--- config.mk ---
export PLATFORM = sky130hd
export DESIGN_NAME = lzot_ctrl
export DESIGN_NICKNAME = d
export VERILOG_FILES = /design/src/rtl/lzot_pkg.sv /design/src/rtl/lzot_ctrl.sv
export SDC_FILE = /design/constraint.sdc
export NUM_CORES = 1
export LEC_CHECK = 0
export BUFFER_PORTS_ARGS = -buffer_cell sky130_fd_sc_hd__buf_2
export CORE_AREA = 2 2 39 41
export DETAILED_ROUTE_END_ITERATION = 6
export DIE_AREA = 0 0 41 43
export PLACE_DENSITY = 0.59
export SETUP_SLACK_MARGIN = 0.05
export SLEW_MARGIN = 20
export SYNTH_ARGS = -nofsm -noshare
export SYNTH_HDL_FRONTEND = slang
export SYNTH_SLANG_ARGS = --single-unit
--- constraint.sdc ---
create_clock -name clk_i -period 1.4 [get_ports clk_i]
set_input_delay 0.07 -clock clk_i [delete_from_list [all_inputs] [get_ports clk_i]]
set_output_delay 0.07 -clock clk_i [all_outputs]
set_load 0.005 [all_outputs]
--- src/rtl/lzot_pkg.sv ---
// ----------------------------------------------------------------------------
// lzot_pkg
// Shared types and constants of the layer stacking-order table.
// ----------------------------------------------------------------------------
package lzot_pkg;

  // Default size of the layer pool.
  localparam int LAYER_COUNT_DEF = 256;

  // Request codes carried on the action field.
  typedef enum logic [1:0] {
    ACT_ALLOC = 2'd0,
    ACT_SET   = 2'd1,
    ACT_FREE  = 2'd2,
    ACT_NONE  = 2'd3
  } action_e;

  // Datapath operations issued by the controller.
  typedef enum logic [3:0] {
    DP_NOP,
    DP_CLEAR,
    DP_CAPTURE,
    DP_SCAN_RD,
    DP_SCAN_CHK,
    DP_LOOK_RD,
    DP_LOOK_CHK,
    DP_MOVE_RD,
    DP_MOVE_WR,
    DP_FINISH
  } dp_op_e;

  typedef struct packed {
    dp_op_e op;
  } cmd_t;

  typedef struct packed {
    logic idx_last;    // scan or clear index is at the last slot
    logic scan_free;   // slot under scan is free
    logic look_valid;  // addressed slot is in use and the action applies
    logic need_move;   // the restack has layers to shift
    logic move_last;   // current shift step is the final one
  } status_t;

endpackage

--- src/rtl/lzot_ctrl.sv ---
// ----------------------------------------------------------------------------
// lzot_ctrl
// Controller of the layer table: sequences the clearing pass, the free-slot
// scan, the slot lookup and the one-layer-per-step restack.
// ----------------------------------------------------------------------------
module lzot_ctrl
  import lzot_pkg::*;
(
  input  logic        clk_i,
  input  logic        rst_ni,
  input  logic        start_i,
  input  logic [1:0]  action_i,
  output logic        busy_o,
  output logic        done_o,
  output cmd_t        cmd_o,
  input  status_t     status_i
);

  typedef enum logic [3:0] {
    S_CLEAR,
    S_IDLE,
    S_SCAN_RD,
    S_SCAN_CHK,
    S_LOOK_RD,
    S_LOOK_CHK,
    S_MOVE_RD,
    S_MOVE_WR,
    S_FINISH
  } state_e;

  state_e state_q, state_d;
  logic   done_q, done_d;

  always_comb begin
    state_d   = state_q;
    done_d    = 1'b0;
    cmd_o.op  = DP_NOP;
    unique case (state_q)
      S_CLEAR: begin
        cmd_o.op = DP_CLEAR;
        if (status_i.idx_last) begin
          state_d = S_IDLE;
        end
      end
      S_IDLE: begin
        if (start_i) begin
          cmd_o.op = DP_CAPTURE;
          state_d  = (action_i == ACT_ALLOC) ? S_SCAN_RD : S_LOOK_RD;
        end
      end
      S_SCAN_RD: begin
        cmd_o.op = DP_SCAN_RD;
        state_d  = S_SCAN_CHK;
      end
      S_SCAN_CHK: begin
        cmd_o.op = DP_SCAN_CHK;
        if (status_i.scan_free || status_i.idx_last) begin
          state_d = S_IDLE;
          done_d  = 1'b1;
        end else begin
          state_d = S_SCAN_RD;
        end
      end
      S_LOOK_RD: begin
        cmd_o.op = DP_LOOK_RD;
        state_d  = S_LOOK_CHK;
      end
      S_LOOK_CHK: begin
        cmd_o.op = DP_LOOK_CHK;
        if (!status_i.look_valid) begin
          state_d = S_IDLE;
          done_d  = 1'b1;
        end else if (status_i.need_move) begin
          state_d = S_MOVE_RD;
        end else begin
          state_d = S_FINISH;
        end
      end
      S_MOVE_RD: begin
        cmd_o.op = DP_MOVE_RD;
        state_d  = S_MOVE_WR;
      end
      S_MOVE_WR: begin
        cmd_o.op = DP_MOVE_WR;
        state_d  = status_i.move_last ? S_FINISH : S_MOVE_RD;
      end
      S_FINISH: begin
        cmd_o.op = DP_FINISH;
        state_d  = S_IDLE;
        done_d   = 1'b1;
      end
      default: begin
        state_d = S_IDLE;
      end
    endcase
  end

  always_ff @(posedge clk_i or negedge rst_ni) begin
    if (!rst_ni) begin
      state_q <= S_CLEAR;
      done_q  <= 1'b0;
    end else begin
      state_q <= state_d;
      done_q  <= done_d;
    end
  end

  assign busy_o = (state_q != S_IDLE);
  assign done_o = done_q;

  // A result is only shown once the block is back in idle.
  a_done_idle: assert property (@(posedge clk_i) disable iff (!rst_ni)
    done_o |-> !busy_o)
    else $error("result strobe while busy");

  // A transfer in always starts work in the next cycle.
  a_start_busy: assert property (@(posedge clk_i) disable iff (!rst_ni)
    (start_i && !busy_o) |=> busy_o)
    else $error("accepted request did not start");

  // Every request passes through at least a read state and a check state, so strobes never touch.
  a_done_pulse: assert property (@(posedge clk_i) disable iff (!rst_ni)
    done_o |=> !done_o)
    else $error("result strobe longer than one cycle");

endmodule

## Word-level counts from Yosys, hierarchy flattened

Cells that the tools add are included.

| word-level totals | value |
|---|---|
| word-level logic and storage cells | 30 |
| bits in registers | 5 |
| output and inout bits | 6 |
| bits of input ports | 10 |

| operators by class | value |
|---|---|
| multiplexer cells | 13 |
| reductions and logical operators | 4 |
| equality and inequality tests | 11 |

Operators with widths:

| operator | count |
|---|---|
| one-hot mux 4 bit (9 select lines) | 1 |
| one-hot mux 4 bit (8 select lines) | 1 |
| 2-to-1 mux 4 bit | 5 |
| == test 4 x 3 -> 1 bit (second input constant) | 4 |
| == test 4 x 2 -> 1 bit (second input constant) | 2 |
| == test 4 x 1 -> 1 bit (second input constant) | 1 |
| == test 4 bit (second input constant) | 1 |
| zero test 4 bit | 1 |
| 2-to-1 mux 2 bit | 2 |
| inequality test 2 bit (second input constant) | 2 |
| inequality test 4 x 1 -> 1 bit (second input constant) | 1 |
| 2-to-1 mux 3 bit | 1 |
| one-hot mux 1 bit (3 select lines) | 1 |
| zero test 2 bit | 1 |
| 2-to-1 mux 1 bit | 2 |
| AND reduction 2 bit | 1 |
| logical OR 1 bit | 1 |

## Longest topological paths before layout

| logic depth | value |
|---|---|
| depth after elaboration | 4 |
| gate-level depth with buffers | 5 |
| gate-level depth less buffers | 4 |

## Worst setup path after synthesis

No wires, ideal clock.

| timing | value |
|---|---|
| path type | flip-flop to flip-flop |
| start | register state_q[0] |
| end | register state_q[1] |
| path buffers | 0 |
| stages on the path, launching flop included | 5 |
| arrival | 1.132 ns |
| setup time | 0.077 ns |
| data required time | 1.323 ns |
| period minus slack after synthesis | 1.209 ns |
| slack | 0.191 ns |
| path through | dfrtp_1 > nand2_2 > nor2_2 > or4_1 > a21oi_1 |

| between the ends | value |
|---|---|
| cells in the longest elaborated chain, start to end | 3 |
| elaborated cells between the ends (all ways) | 12 |
| those cells by class | 9 x eq/ne; 1 x mux; 2 x reduce/logical |

Ends and longest elaborated chain:

| element | line | source |
|---|---|---|
| start, declared | lzot_ctrl.sv:31 | `state_e state_q, state_d;` |
| start signal, assigned | lzot_ctrl.sv:103 | `state_q <= state_d;` |
| == test 4 x 1 -> 1 bit or zero test 4 bit (tied branches) | lzot_ctrl.sv:38 | `unique case (state_q)` |
| inequality test 2 bit (no line) | n/a |  |
| AND reduction 2 bit (no line) | n/a |  |

Parallel ways exist; a longest one is shown, timed or not.
A chain may end at the register's enable or synchronous reset.

==> metrics.yaml <==
outcome:
  status: "finished, final reports clean"
grt:
  grt_pass1_vias: 433
  grt_max_degree: 11
  grt_overflow: 0
  grt_pass1_wl_um: 1860
  grt_usage_pct: 15.6
  antenna_found_initial: 0
critical_path:
  worstPathMaxFanout: 4
  arrival_ns: 1.29
  reg2reg_depth: 3
  required_ns: 1.33
  critPathKind: "register to output pin"
  endpoint_kind: "output pin"
  cp-start-kind: "register"
clocking:
  clockRootBuffer: "clkbuf_4"
  clkLatencyLatePin_ns: 0.24
  cts_buffers: 3
  clk_pin_slew_ns: 0.05
  htree_levels: 1
  cts_sinks: 5
  clk_path_buf_depth: 2
  cts_tree: "yes"
synth:
  synthFlopType: "dfrtp_1"
  yosys-top-cells-area: "dfrtp_1, nor2_1, a21oi_1"
  ys_ff_latch: 5
  synth_most_common_cell: "nor2_1"
  synthCells: 51
  yosys.area.top_type: "dfrtp_1"
  synth_top_area_share_pct: 31.9
  synth_cell_types: 25
  ys_seq_area_share_pct: 31.9
  asyncSetResetFlopFracSynth_pct: 100
  synth_area_um2: 392
  synth_edf_count: 0
  ys_top_cells_by_count: "nor2_1, a21oi_1, dfrtp_1"
  yosys_warnings: 0
  synth.net_count: 61
  syn_area_per_cell_um2: 7.68
sta:
  finalSetupTns_ns: 0
  worst_pin_slew_ns: 0.242
  fmax_mhz: 735
  fin_skew_ns: 0.000243
  final_max_slew_viol_count: 0
  hold_violations: 0
  slew_headroom_pct: 83.8
  period_share_pct: 97.2
  finalSetupViolCount: 0
  fin_ws_ns: 0.0391
  rsz0062_at_grt: "true"
  min_period_ns: 1.36
floorplan:
  die_w_um: 41
  die_h_um: 43
  ioPinCount: 16
  start_util_pct: 28.3
  coreArea_um2: 1380
  rows: 14
  dieArea_um2: 1760
finish:
  register_area_um2: 128
  fillers: 139
  fin_area_um2: 619
  diodes: 0
  multi_input_area_um2: 278
  area_growth_pct: 58.1
  fin_util_pct: 44.8
  num-nets-final: 87
  drive_above_1_share_pct: 51.3
route:
  wl_per_cell_um: 11.8
  route.detailed.drc: 0
  viasPerCell: 4.90
  drt-total-wl_um: 1080
  drtIter0Drc: 15
  num_vias: 451
  drtPass1Iterations: 4
  antenna_left: 0
power_and_ir_drop:
  ir_worst_vdd_mv: 0.727
  power_uw: 1170
  powerDensity_nw_per_um2: 1880
  total_leakage_power_uw: 0.000283
flow_run:
  cap_violations: 0
hold_path:
  whs_path_depth: 3
  worst_hold_path_type: "input port to register"
place:
  portBuffers: 15
  hpwl_um: 759
  dpl_cell_area_um2: 492
  routabilityCongestion: 0.763
  place_ws_ns: 0.133
## layout make-up
class	instances	area share, %
Multi-Input combinational cell	41	44.8
Timing Repair Buffer	24	25.9
Sequential cell	5	20.6
Clock buffer	4	4.24
Tap cell	16	3.23
Inverter	2	1.21
## per-stage QoR
stage / hold WS [ns] / std cells
floorplan: -0.226 / 51
finish: 0.0983 / 92
global route: 0.0952 / 92
detailed placement: -0.112 / 82
global placement: -0.114 / 82
CTS: 0.103 / 91
## path summary, 6_finish.rpt
check	startpoint	slack, ns	endpoint
min in group asynchronous	rst_ni	0.16	done_o
max in group asynchronous	rst_ni	1.10	state_q[2]
worst min-delay path	status_i[0]	0.1	state_q[3]
worst max-delay path	state_q[1]	0.04	cmd_o[1]
worst max register to register	state_q[2]	0.07	state_q[1]
worst min register to register	state_q[3]	0.70	state_q[2]
## sequential cells by signal, summed over array words and instances, names as in the netlist
name     cells
done_o       1
state_q      4
## cell usage in the layout, fill, tap and decap left out, drive strengths merged
cell | Yosys | final
or4 | 1 | 1
nor2 | 9 | 9
or2 | 1 | 1
nand2 | 3 | 3
xnor2 | 1 | 1
dfrtp | 5 | 5
clkbuf | 0 | 4
a31oi | 1 | 1
inv | 2 | 2
o22a | 1 | 1
dlygate4sd3 | 0 | 1
buf | 3 | 23
nand2b | 3 | 3
a21oi | 5 | 5
o21ai | 5 | 5
nand3 | 3 | 3
and2 | 1 | 1
o22ai | 2 | 2
o211ai | 2 | 2
a311o | 1 | 1
nor3b | 1 | 1
mux2 | 1 | 1
## where the power goes
part | switching [uW] | internal (uW)
sequential | 41.3 | 193
combinational | 358 | 401
clock | 64.5 | 108
total | 464 | 703
## kinds of logic after synthesis
logic type	after synthesis	synth area share (%)
buf+inv	5	6.39
mux	1	2.88
compound gates	17	26.2
simple gates	22	30.4
xor+xnor	1	2.24
flops	5	31.9
## timing repair
action                                  4_1_cts  5_1_grt
gates cloned                                  0        0
setup buffers                                 4        1
endpoints found under the setup margin        3        6
hold buffers                                  1        0
endpoints found under the hold margin         5        0
resized for setup                             4       14
pin swaps                                     0        3
## routing by layer
metal  global-route usage, %  vias to the layer above  part of all wire, %
met5                       0                        -                    0
met4                    6.00                        0                    0
met3                    3.14                        0                  5.1
met2                    23.8                       15                   52
met1                    20.7                      204                   43
li1                        -                      232                    -
## critical path, cell delays in order, from the launching register on
cell	delay (ns)
dfrtp_2	0.44
buf_6	0.13
mux2_4	0.29
nor2_1	0.08
buf_2	0.12
Note: power is estimated with default switching activity, not from simulation.
