==> src/rtl/lzot_pkg.sv <==
// ----------------------------------------------------------------------------
// lzot_pkg
// Shared types and constants of the layer stacking-order table.
// ----------------------------------------------------------------------------
package lzot_pkg;

  // Default size of the layer pool.
  localparam int LAYER_COUNT_DEF = 256;

  // Request codes carried on the action field.
  typedef enum logic [1:0] {
    ACT_ALLOC = 2'd0,
    ACT_SET   = 2'd1,
    ACT_FREE  = 2'd2,
    ACT_NONE  = 2'd3
  } action_e;

  // Datapath operations issued by the controller.
  typedef enum logic [3:0] {
    DP_NOP,
    DP_CLEAR,
    DP_CAPTURE,
    DP_SCAN_RD,
    DP_SCAN_CHK,
    DP_LOOK_RD,
    DP_LOOK_CHK,
    DP_MOVE_RD,
    DP_MOVE_WR,
    DP_FINISH
  } dp_op_e;

  typedef struct packed {
    dp_op_e op;
  } cmd_t;

  typedef struct packed {
    logic idx_last;    // scan or clear index is at the last slot
    logic scan_free;   // slot under scan is free
    logic look_valid;  // addressed slot is in use and the action applies
    logic need_move;   // the restack has layers to shift
    logic move_last;   // current shift step is the final one
  } status_t;

endpackage

==> src/rtl/lzot_ram.sv <==
// ----------------------------------------------------------------------------
// lzot_ram
// Generic single-write, single-read RAM with a registered read port.
// ----------------------------------------------------------------------------
module lzot_ram #(
  parameter int WIDTH = 8,
  parameter int DEPTH = 256
) (
  input  logic                     clk_i,
  input  logic                     we_i,
  input  logic [$clog2(DEPTH)-1:0] waddr_i,
  input  logic [WIDTH-1:0]         wdata_i,
  input  logic [$clog2(DEPTH)-1:0] raddr_i,
  output logic [WIDTH-1:0]         rdata_o
);

  logic [WIDTH-1:0] mem [DEPTH];

  always_ff @(posedge clk_i) begin
    if (we_i) begin
      mem[waddr_i] <= wdata_i;
    end
    rdata_o <= mem[raddr_i];
  end

endmodule

==> src/rtl/lzot_datapath.sv <==
// ----------------------------------------------------------------------------
// lzot_datapath
// Datapath of the layer table: slot-used, height and order memories, the
// stacking top register, the height clamp and the shift counters.
// ----------------------------------------------------------------------------
module lzot_datapath
  import lzot_pkg::*;
#(
  parameter int LAYER_COUNT = LAYER_COUNT_DEF
) (
  input  logic               clk_i,
  input  logic               rst_ni,
  input  cmd_t               cmd_i,
  output status_t            status_o,
  input  logic [1:0]         action_i,
  input  logic [7:0]         slot_i,
  input  logic signed [9:0]  wanted_height_i,
  output logic [7:0]         slot_out_o,
  output logic               ok_o,
  output logic signed [8:0]  new_height_o,
  output logic signed [8:0]  top_now_o,
  output logic               redraw_o
);

  localparam int IW = $clog2(LAYER_COUNT);
  localparam int HW = $clog2(LAYER_COUNT + 1) + 1;
  localparam int CW = ((HW > 10) ? HW : 10) + 1;
  localparam int XW = (IW > 8) ? IW : 8;
  localparam int OW = (HW > 9) ? HW : 9;

  localparam logic signed [HW-1:0] H_ONE = HW'(1);
  localparam logic signed [HW-1:0] H_NEG = '1;
  localparam logic signed [HW-1:0] H_MAX = HW'(LAYER_COUNT - 1);
  localparam logic signed [CW-1:0] C_ONE = CW'(1);
  localparam logic signed [CW-1:0] C_NEG = '1;
  localparam logic [IW-1:0]        I_LAST = IW'(LAYER_COUNT - 1);

  function automatic logic [8:0] h9(logic signed [HW-1:0] v);
    logic signed [OW-1:0] w;
    w = OW'(v);
    return w[8:0];
  endfunction

  function automatic logic [7:0] s8(logic [IW-1:0] v);
    logic [XW-1:0] w;
    w = XW'(v);
    return w[7:0];
  endfunction

  // Captured request.
  logic [1:0]         act_q;
  logic [7:0]         slot_q;
  logic signed [9:0]  want_q;
  logic               slot_ok_q;
  logic [XW-1:0]      slot_x;
  logic [IW-1:0]      slot_idx;

  // Control registers.
  logic [IW-1:0]          idx_q;
  logic signed [HW-1:0]   top_q, top_d;

  // Restack plan.
  logic signed [HW-1:0]   h_q, dst_q, last_q;
  logic                   dec_q, place_q, top_up_q, top_dn_q;

  // Result registers.
  logic [7:0]         res_slot_q;
  logic               res_ok_q;
  logic [8:0]         res_nh_q;
  logic [8:0]         res_top_q;
  logic               res_redraw_q;

  // Memory ports.
  logic               used_we, used_wdata, used_rd;
  logic [IW-1:0]      used_waddr, used_raddr;
  logic               height_we;
  logic [IW-1:0]      height_waddr;
  logic [HW-1:0]      height_wdata, height_rd;
  logic               order_we;
  logic [IW-1:0]      order_waddr, order_wdata, order_rd;

  // Clamp and plan logic.
  logic signed [HW-1:0] old_h, h_new, src;
  logic signed [CW-1:0] want_c, lim_c, h_c;
  logic signed [HW-1:0] mv_dst, mv_last;
  logic                 mv_dec, mv_place, mv_up, mv_dn, mv_need;
  logic                 act_set, act_free, look_valid;

  assign slot_x   = XW'(slot_q);
  assign slot_idx = slot_x[IW-1:0];
  assign act_set  = (act_q == ACT_SET);
  assign act_free = (act_q == ACT_FREE);

  assign old_h      = height_rd;
  assign look_valid = slot_ok_q && used_rd && (act_set || act_free);

  // Freeing a visible layer restacks it to hidden.
  assign want_c = act_free ? C_NEG : CW'(want_q);
  assign lim_c  = (old_h >= 0) ? CW'(top_q) : CW'(top_q) + C_ONE;
  assign h_c    = (want_c > lim_c) ? lim_c : ((want_c < C_NEG) ? C_NEG : want_c);
  assign h_new  = h_c[HW-1:0];

  always_comb begin
    mv_dst   = old_h;
    mv_last  = old_h;
    mv_dec   = 1'b0;
    mv_place = 1'b0;
    mv_up    = 1'b0;
    mv_dn    = 1'b0;
    mv_need  = 1'b0;
    if (old_h > h_new) begin
      if (h_new >= 0) begin
        // Lowered: layers in between move one place up.
        mv_dec   = 1'b1;
        mv_last  = h_new + H_ONE;
        mv_place = 1'b1;
        mv_need  = 1'b1;
      end else begin
        // Hidden: layers above close the gap.
        mv_last  = top_q - H_ONE;
        mv_dn    = 1'b1;
        mv_need  = (old_h != top_q);
      end
    end else if (old_h < h_new) begin
      if (old_h >= 0) begin
        // Raised: layers in between move one place down.
        mv_last  = h_new - H_ONE;
        mv_place = 1'b1;
        mv_need  = 1'b1;
      end else begin
        // Shown: layers at and above the target open a gap. A layer placed
        // just above the current top moves nothing.
        mv_dec   = 1'b1;
        mv_dst   = top_q + H_ONE;
        mv_last  = h_new + H_ONE;
        mv_place = 1'b1;
        mv_up    = 1'b1;
        mv_need  = (h_new <= top_q);
      end
    end
  end

  assign src = dec_q ? (dst_q - H_ONE) : (dst_q + H_ONE);

  always_comb begin
    top_d = top_q;
    if (top_up_q) begin
      top_d = top_q + H_ONE;
    end else if (top_dn_q) begin
      top_d = top_q - H_ONE;
    end
  end

  // Memory write and read port steering.
  always_comb begin
    used_we      = 1'b0;
    used_waddr   = slot_idx;
    used_wdata   = 1'b0;
    height_we    = 1'b0;
    height_waddr = slot_idx;
    height_wdata = h_new;
    order_we     = 1'b0;
    order_waddr  = dst_q[IW-1:0];
    order_wdata  = order_rd;
    unique case (cmd_i.op)
      DP_CLEAR: begin
        used_we    = 1'b1;
        used_waddr = idx_q;
      end
      DP_SCAN_CHK: begin
        if (!used_rd) begin
          used_we      = 1'b1;
          used_waddr   = idx_q;
          used_wdata   = 1'b1;
          height_we    = 1'b1;
          height_waddr = idx_q;
          height_wdata = H_NEG;
        end
      end
      DP_LOOK_CHK: begin
        height_we = look_valid;
      end
      DP_MOVE_WR: begin
        order_we     = 1'b1;
        height_we    = 1'b1;
        height_waddr = order_rd;
        height_wdata = dst_q;
      end
      DP_FINISH: begin
        order_we    = place_q;
        order_waddr = h_q[IW-1:0];
        order_wdata = slot_idx;
        used_we     = act_free;
      end
      default: begin
      end
    endcase
  end

  assign used_raddr = (cmd_i.op == DP_SCAN_RD) ? idx_q : slot_idx;

  lzot_ram #(.WIDTH(1), .DEPTH(LAYER_COUNT)) u_used_ram (
    .clk_i   (clk_i),
    .we_i    (used_we),
    .waddr_i (used_waddr),
    .wdata_i (used_wdata),
    .raddr_i (used_raddr),
    .rdata_o (used_rd)
  );

  lzot_ram #(.WIDTH(HW), .DEPTH(LAYER_COUNT)) u_height_ram (
    .clk_i   (clk_i),
    .we_i    (height_we),
    .waddr_i (height_waddr),
    .wdata_i (height_wdata),
    .raddr_i (slot_idx),
    .rdata_o (height_rd)
  );

  lzot_ram #(.WIDTH(IW), .DEPTH(LAYER_COUNT)) u_order_ram (
    .clk_i   (clk_i),
    .we_i    (order_we),
    .waddr_i (order_waddr),
    .wdata_i (order_wdata),
    .raddr_i (src[IW-1:0]),
    .rdata_o (order_rd)
  );

  // Control registers.
  always_ff @(posedge clk_i or negedge rst_ni) begin
    if (!rst_ni) begin
      idx_q <= '0;
      top_q <= H_NEG;
    end else begin
      unique case (cmd_i.op)
        DP_CLEAR: begin
          idx_q <= (idx_q == I_LAST) ? '0 : idx_q + IW'(1);
        end
        DP_CAPTURE: begin
          idx_q <= '0;
        end
        DP_SCAN_CHK: begin
          if (used_rd && (idx_q != I_LAST)) begin
            idx_q <= idx_q + IW'(1);
          end
        end
        DP_FINISH: begin
          top_q <= top_d;
        end
        default: begin
        end
      endcase
    end
  end

  // Request, plan and result registers.
  always_ff @(posedge clk_i) begin
    unique case (cmd_i.op)
      DP_CAPTURE: begin
        act_q     <= action_i;
        slot_q    <= slot_i;
        want_q    <= wanted_height_i;
        slot_ok_q <= (32'(slot_i) < 32'(LAYER_COUNT));
      end
      DP_SCAN_CHK: begin
        res_slot_q   <= used_rd ? 8'd0 : s8(idx_q);
        res_ok_q     <= !used_rd;
        res_nh_q     <= h9(H_NEG);
        res_top_q    <= h9(top_q);
        res_redraw_q <= 1'b0;
      end
      DP_LOOK_CHK: begin
        h_q          <= h_new;
        dst_q        <= mv_dst;
        last_q       <= mv_last;
        dec_q        <= mv_dec;
        place_q      <= mv_place;
        top_up_q     <= mv_up;
        top_dn_q     <= mv_dn;
        res_slot_q   <= slot_q;
        res_ok_q     <= look_valid;
        res_nh_q     <= (look_valid && act_set) ? h9(h_new) : h9(H_NEG);
        res_top_q    <= h9(top_q);
        res_redraw_q <= look_valid && (act_set ? (h_new != old_h) : (old_h >= 0));
      end
      DP_MOVE_WR: begin
        dst_q <= dec_q ? (dst_q - H_ONE) : (dst_q + H_ONE);
      end
      DP_FINISH: begin
        res_top_q <= h9(top_d);
      end
      default: begin
      end
    endcase
  end

  assign status_o.idx_last   = (idx_q == I_LAST);
  assign status_o.scan_free  = !used_rd;
  assign status_o.look_valid = look_valid;
  assign status_o.need_move  = mv_need;
  assign status_o.move_last  = (dst_q == last_q);

  assign slot_out_o   = res_slot_q;
  assign ok_o         = res_ok_q;
  assign new_height_o = res_nh_q;
  assign top_now_o    = res_top_q;
  assign redraw_o     = res_redraw_q;

  // The stacking top never leaves the pool.
  a_top_range: assert property (@(posedge clk_i) disable iff (!rst_ni)
    (top_q >= H_NEG) && (top_q <= H_MAX))
    else $error("stacking top out of range");

  // Every shift step writes an order entry inside the pool.
  a_dst_range: assert property (@(posedge clk_i) disable iff (!rst_ni)
    (cmd_i.op == DP_MOVE_WR) |-> ((dst_q >= 0) && (dst_q <= H_MAX)))
    else $error("shift step outside the order list");

  // A layer placed into the order list always lands at a visible height.
  a_place_visible: assert property (@(posedge clk_i) disable iff (!rst_ni)
    ((cmd_i.op == DP_FINISH) && place_q) |-> (h_q >= 0))
    else $error("layer placed at a hidden height");

endmodule

==> config.mk <==
export PLATFORM = sky130hd
export DESIGN_NAME = lzot_datapath
export DESIGN_NICKNAME = d
export VERILOG_FILES = /design/src/rtl/lzot_pkg.sv /design/src/rtl/lzot_ram.sv /design/src/rtl/lzot_datapath.sv
export SDC_FILE = /design/constraint.sdc
export NUM_CORES = 2
export LEC_CHECK = 0
export BUFFER_PORTS_ARGS = -buffer_cell sky130_fd_sc_hd__buf_2
export CORE_UTILIZATION = 25
export DETAILED_ROUTE_END_ITERATION = 6
export PLACE_DENSITY = 0.34
export SYNTH_ARGS = -nofsm -noshare
export SYNTH_HDL_FRONTEND = slang
export SYNTH_MEMORY_MAX_BITS = 65536
export SYNTH_SLANG_ARGS = --single-unit
==> constraint.sdc <==
create_clock -name clk_i -period 38.2 [get_ports clk_i]
set_input_delay 1.91 -clock clk_i [delete_from_list [all_inputs] [get_ports clk_i]]
set_output_delay 1.91 -clock clk_i [all_outputs]
set_load 0.02 [all_outputs]
# Yosys cells after proc, flatten, opt, wreduce, memory -nomap -nowiden
# Memory sizes are Yosys's and may differ from the RTL's. A register that Yosys moved wholly into a read port is not among the register bits.
# Cells that the tools add are included.
dict set report word_totals {
  n_memories 3
  regBits 98
  ram_bits 4864
  input_bits 26
  output_inout_bits 33
  elab_cells 121
}
dict set report op_classes {
  addsub 8
  n_lt_le_gt_ge 7
  reduce_logical 14
  n_eq_ne 15
  muxes 56
}
# name depth word_bits rd rd_clocked_by_memory_dff wr line
set mem_list {}
lappend mem_list {u_height_ram.mem 256 10 1 1 1 lzot_ram.sv:17} ;# logic [WIDTH-1:0] mem [DEPTH];
lappend mem_list {u_order_ram.mem 256 8 1 1 1 lzot_ram.sv:17}
lappend mem_list {u_used_ram.mem 256 1 1 1 1 lzot_ram.sv:17}
# op n
set ops {}
lappend ops {{10-bit 2-to-1 mux} 13}
lappend ops {{8-bit 2-to-1 mux} 7}
lappend ops {{8-bit case mux with 2 select lines} 3}
lappend ops {{10-bit case mux with 2 select lines} 2}
lappend ops {{9-bit case mux with 2 select lines} 2}
lappend ops {{10-bit by 2-bit adder with 10-bit output (second input constant)} 3}
lappend ops {{10-bit by 2-bit subtractor with 10-bit output (second input constant)} 3}
lappend ops {{8-bit case mux with 3 select lines} 1}
lappend ops {{11-bit 2-to-1 mux} 2}
lappend ops {{10-bit by 1-bit >= comparator with 1-bit output (second input constant)} 2}
lappend ops {{1-bit 2-to-1 mux} 20}
lappend ops {{10-bit != test} 2}
lappend ops {{10-bit by 2-bit adder with 11-bit output (second input constant)} 1}
lappend ops {{11-bit greater-than comparator} 1}
lappend ops {{11-bit by 1-bit < comparator with 1-bit output (second input constant)} 1}
lappend ops {{10-bit equality test} 1}
lappend ops {{10-bit greater-than comparator} 1}
lappend ops {{10-bit <= comparator} 1}
lappend ops {{10-bit < comparator} 1}
lappend ops {{9-bit 2-to-1 mux} 1}
lappend ops {{8-bit by 1-bit adder with 8-bit output (second input constant)} 1}
lappend ops {{4-bit by 2-bit equality test with 1-bit output (second input constant)} 2}
lappend ops {{4-bit by 3-bit equality test with 1-bit output (second input constant)} 2}
lappend ops {{4-bit equality test (second input constant)} 2}
lappend ops {{15 further kinds} 25}

# Longest topological paths before layout
dict set report depth {
  ltp_word 9
  mapped_depth 29
  depth_no_buf 24
}

# Hierarchy
# A second synthesis with hierarchy kept.
dict set report hier_totals {
  cells_unflattened 10025
  hier_area_um2 197612.0
}
# mod area_per_inst_um2 seq_area_each_um2 cells_per_inst n_inst
set by_module_without_submodules {}
lappend by_module_without_submodules {{lzot_ram at u_height_ram} 99253.9 77073.9 4642 1}
lappend by_module_without_submodules {{lzot_ram at u_order_ram} 79556.3 61659.1 3733 1}
lappend by_module_without_submodules {{lzot_ram at u_used_ram} 11128.2 7707.4 788 1}
lappend by_module_without_submodules {lzot_datapath 7673.6 2865.2 862 1}

# Worst setup path after synthesis
# OpenSTA, ideal clock, no wires.
dict set report synth_path {
  path_type {register -> register}
  startpoint {register top_q[7]}
  endpoint {memory u_height_ram.mem[0][2] in the netlist's numbering, data pin}
  t_required_ns 36.013
  stages_incl_launch_ff 16
  period_less_slack_ns 15.563
  path_slack_ns 22.637
  setup_ns 2.187
  arrival_time_ns 13.377
  cell_sequence {dfstp_2 -> clkbuf_1 -> clkinv_1 -> nor4_1 -> nand2_1 -> xnor2_1 -> ha_1 -> a21o_1 -> a21oi_1 -> nor2b_1 -> o221a_2 -> a211oi_4 -> buf_6 -> mux2i_4 -> nor2_1 -> o21ai_0}
}
dict set report synth_between {
  elab_chain_len 6
}
# item line
set synth_rtl {}
lappend synth_rtl {{start: declaration} lzot_datapath.sv:60} ;# logic signed [HW-1:0] top_q, top_d;
lappend synth_rtl {{start signal: assignment} lzot_datapath.sv:248} ;# top_q <= top_d;
lappend synth_rtl {{10-bit by 2-bit adder with 11-bit output} lzot_datapath.sv:99} ;# assign lim_c = (old_h >= 0) ? CW'(top_q) : CW'(top_q) + C_ONE;
lappend synth_rtl {{11-bit 2-to-1 mux (*)} lzot_datapath.sv:99}
lappend synth_rtl {{11-bit greater-than comparator (*)} lzot_datapath.sv:100} ;# assign h_c = (want_c > lim_c) ? lim_c : ((want_c < C_NEG) ? C_NEG : want_c);
lappend synth_rtl {{10-bit 2-to-1 mux (*)} lzot_datapath.sv:100}
lappend synth_rtl {{10-bit 2-to-1 mux} lzot_datapath.sv:171} ;# if (!used_rd) begin
lappend synth_rtl {{10-bit case mux with 2 select lines (*)} lzot_datapath.sv:165} ;# unique case (cmd_i.op)
lappend synth_rtl {{net height_wdata[2]} lzot_datapath.sv:78} ;# logic [HW-1:0] height_wdata, height_rd;
lappend synth_rtl {{end: declaration} lzot_ram.sv:17}
# Mark *: on every way through the listed nets, which the timed path passes. The rest lies on a longest branch.

==> out/qor.csv <==
stage,metric,value,unit
cts,htreeDepth,6,
synth,yosys_warnings,0,
global_routing,grt_busiest_layer,met2,
sta,fmax,96.3,MHz
sta,rsz0062_at_grt,false,
cts,cts.path.max_buffers,4,
route,vias,91390,
route,drt-pass1-iter-count,6,
placed_design,io_buffers,58,
global_routing,antenna_found_initial,41,
sta,finalSetupTns,0,ns
synth,synth.ff_latch_count,4981,
worst_setup_path,critPathLaunchType,register,
synth,yosysMostFrequentCell,edfxtp_1,
route,avgViaCountPerCell,4.54,
synth,synthesis.nets,8907,
layout,multi_input_area,45100,um^2
power_and_ir_drop,power.leakage,0.0680,uW
route,ant_nets,0,
power_and_ir_drop,peakVddDrop,0.0000536,V
layout,fillers,76245,
cts,numCtsBuffers,589,
worst_setup_path,reg2reg_from,dec_q$_DFFE_PP_,
worst_setup_path,cp_max_fo,33,
synth,async_flop_share,0.00361,
synth,synth.avg_cell_area,22.2,um^2
cts,cts_root_buffer,clkbuf_16,
worst_setup_path,crit_path_start,top_q[0]$_DFFE_PN1P_,
worst_setup_path,end_kind,primary output,
sta,slew-limit-headroom,0.172,
sta,maxSlewViolCount,0,
die,core.rowCount,325,
cts,cts_sinks,4981,
worst_hold_path,hp-start,top_q[9]$_DFFE_PN1P_,
synth,synth_seq_area_share,0.761,
flow_run,drv_cap,0,
synth,synthCells,8837,
route,routedWlPerCell,30.3,um
layout,finalNetCount,9240,
sta,skew,0.0738,ns
die,die-area,788000,um^2
cts,ctsHoldBuffers,0,
layout,area_growth,16.2,%
synth,synth_top_area_frac,0.757,
sta,fin_crit_sh,0.272,
worst_setup_path,cp_data_required_time,36.29,ns
die,die_h,888,um
global_routing,grt_use_met3,0.0215,
synth,ys.flop_type,edfxtp_1,
worst_hold_path,hold_class,register to register,
layout,layout-drive-gt1-share,0.287,
route,routed_wl,609000,um
global_routing,gr-usage-met2,0.260,
cts,cts.clk_slew.worst_paths,0.06,ns
synth,synthTopCellsByCount,"edfxtp_1 (4944), mux4_2 (1594), nor2_1 (855)",
sta,finalCriticalPeriod,10.38,ns
synth,synth_cell_type_count,76,
synth,synth_edf_count,4944,
global_routing,use_met1,0.203,
synth,syn_area,196000,um^2
power_and_ir_drop,pwr_density_cell,61.0,nW/um^2
die,io_pins,59,
outcome,status,finished clean,
synth,synth_top_area_cell,edfxtp_1,
route,drc_errors,0,
global_routing,grt_max_degree,170,
die,die_w,888,um
global_routing,overflow,0,
global_routing,grt_pass1_wl,835000,um
global_routing,grt_pass1_vias,97177,
placed_design,place_hpwl,365000,um
synth,ys_top_cells_by_area,"edfxtp_1 (76%), mux4_2 (18%), nor2_1 (1.6%)",
cts,post_cts_resize_count,0,
global_routing,grtUsageTotal,0.151,
cts,clkLatencyLatePin,1.09,ns
worst_setup_path,path_class,register to primary output,
placed_design,place_area,210000,um^2
sta,setup_violations,0,
worst_setup_path,cp.arrival,8.47,ns
placed_design,gp_congestion,0.781,
die,start_util,0.251,
route,drt-initial-drc-count,7795,
cts,post_cts_buffers,0,
die,coreArea,782000,um^2
layout,ff_latch_area,149000,um^2
sta,worst_pin_slew,1.24,ns
layout,fin_area,228000,um^2
sta,hold_viol,0,
cts,cts_tree,built,
-- layer usage --
metal | part of all wire | routed length, um
met5 | 0 | 0
met4 | 0.022 | 13600
met3 | 0.042 | 25800
met2 | 0.50 | 304000
met1 | 0.44 | 265000
-- power breakdown --
part	total [uW]	internal, uW	leakage (uW)	switching (uW)
Combinational	1860	471	0.0145	1390
Sequential	6680	6620	0.0446	52.6
Clock	5380	3090	0.00891	2290
-- per-stage QoR --
stage	utilization	setup WS [ns]	instances	total power, uW	hold WS [ns]
after floorplan	-	22.64	8837	7990	0.499
after CTS	0.291	27.69	20107	14200	0.543
after global placement	0.268	28.76	19042	8710	0.535
after global routing	0.291	27.35	20119	14400	0.569
final	0.291	27.82	20131	13900	0.535
after detailed placement	0.268	28.94	19042	8750	0.534
-- cell families (layout without fill, tap and decap cells) --
logic type	after synthesis	count (layout)	synth area share
AOI/OAI and AO/OA	210	210	0.00682
xor gates and xnor gates	79	79	0.00371
adders and majority gates	44	44	0.00284
buffers and inverters	563	1370	0.0112
DFF	4981	4981	0.761
muxes	1674	1674	0.187
other	0	23	0
and+or+nand+nor	1286	1286	0.0269
-- cell type report --
cell class              instances  area share
flip-flops and latches       4981       0.655
multi-input cells            3293       0.198
inverters                      45    0.000763
diodes                         23    0.000252
repair buffers                260     0.00893
clock inverters               331      0.0117
clock buffers                 734      0.0683
well taps                   10464      0.0574
-- critical path, stage by stage, from the launching register on --
cell and delay (ns):
dfstp_2 0.70, ha_1 0.36, nand2_1 0.19, nor4_1 0.72
nand2_1 0.15, xnor2_1 0.19, ha_1 0.32, a21o_1 0.12
a21oi_1 0.08, nor2b_1 0.13, o221a_2 0.13, a211oi_4 0.19
buf_4 0.43, mux2i_1 0.61, inv_1 0.25, ha_1 0.36
inv_1 0.07, o211ai_1 0.21, nand2_1 0.09, o21ai_0 0.15
nand3_1 0.12, mux2_2 0.35, nand2_1 0.64, nand2_1 0.18
o22ai_1 0.38, buf_2 0.26
-- path summary, 6_finish.rpt --
path	slack [ns]	depth (start not counted)	to
max in group asynchronous	37.06	1	top_q[4]$_DFFE_PN1P_
min in group asynchronous	0.77	1	idx_q[1]$_DFFE_PN0P_
min reg2reg	0.54	1	top_q[9]$_DFFE_PN1P_
max reg2reg	30.29	10	u_order_ram.rdata_o[0]$_DFF_P_
max	27.82	25	status_o[1]
min	0.54	1	top_q[9]$_DFFE_PN1P_
-- placed cells by master (no fill, tap or decap), drive strengths merged, types with 23 or more instances in the layout --
cell | netlist | routed
a21oi | 50 | 50
buf | 149 | 260
bufinv | 0 | 28
clkbuf | 369 | 734
clkinv | 4 | 259
diode | 0 | 23
edfxtp | 4944 | 4944
ha | 43 | 43
inv | 41 | 71
mux2i | 61 | 61
mux4 | 1594 | 1594
nand2 | 246 | 246
nand3 | 45 | 45
nor2 | 855 | 855
nor3 | 23 | 23
o21ai | 60 | 60
xnor2 | 65 | 65
-- state kept, by name, indices dropped and copies added, names as in the netlist, 10 cells and up --
signal / flops
u_order_ram.mem: 2048
u_height_ram.mem: 2560
last_q: 10
u_used_ram.mem: 256
want_q: 10
u_height_ram.rdata_o: 10
dst_q: 10
top_q: 10
No activity file was read; power rests on OpenSTA's default activity.
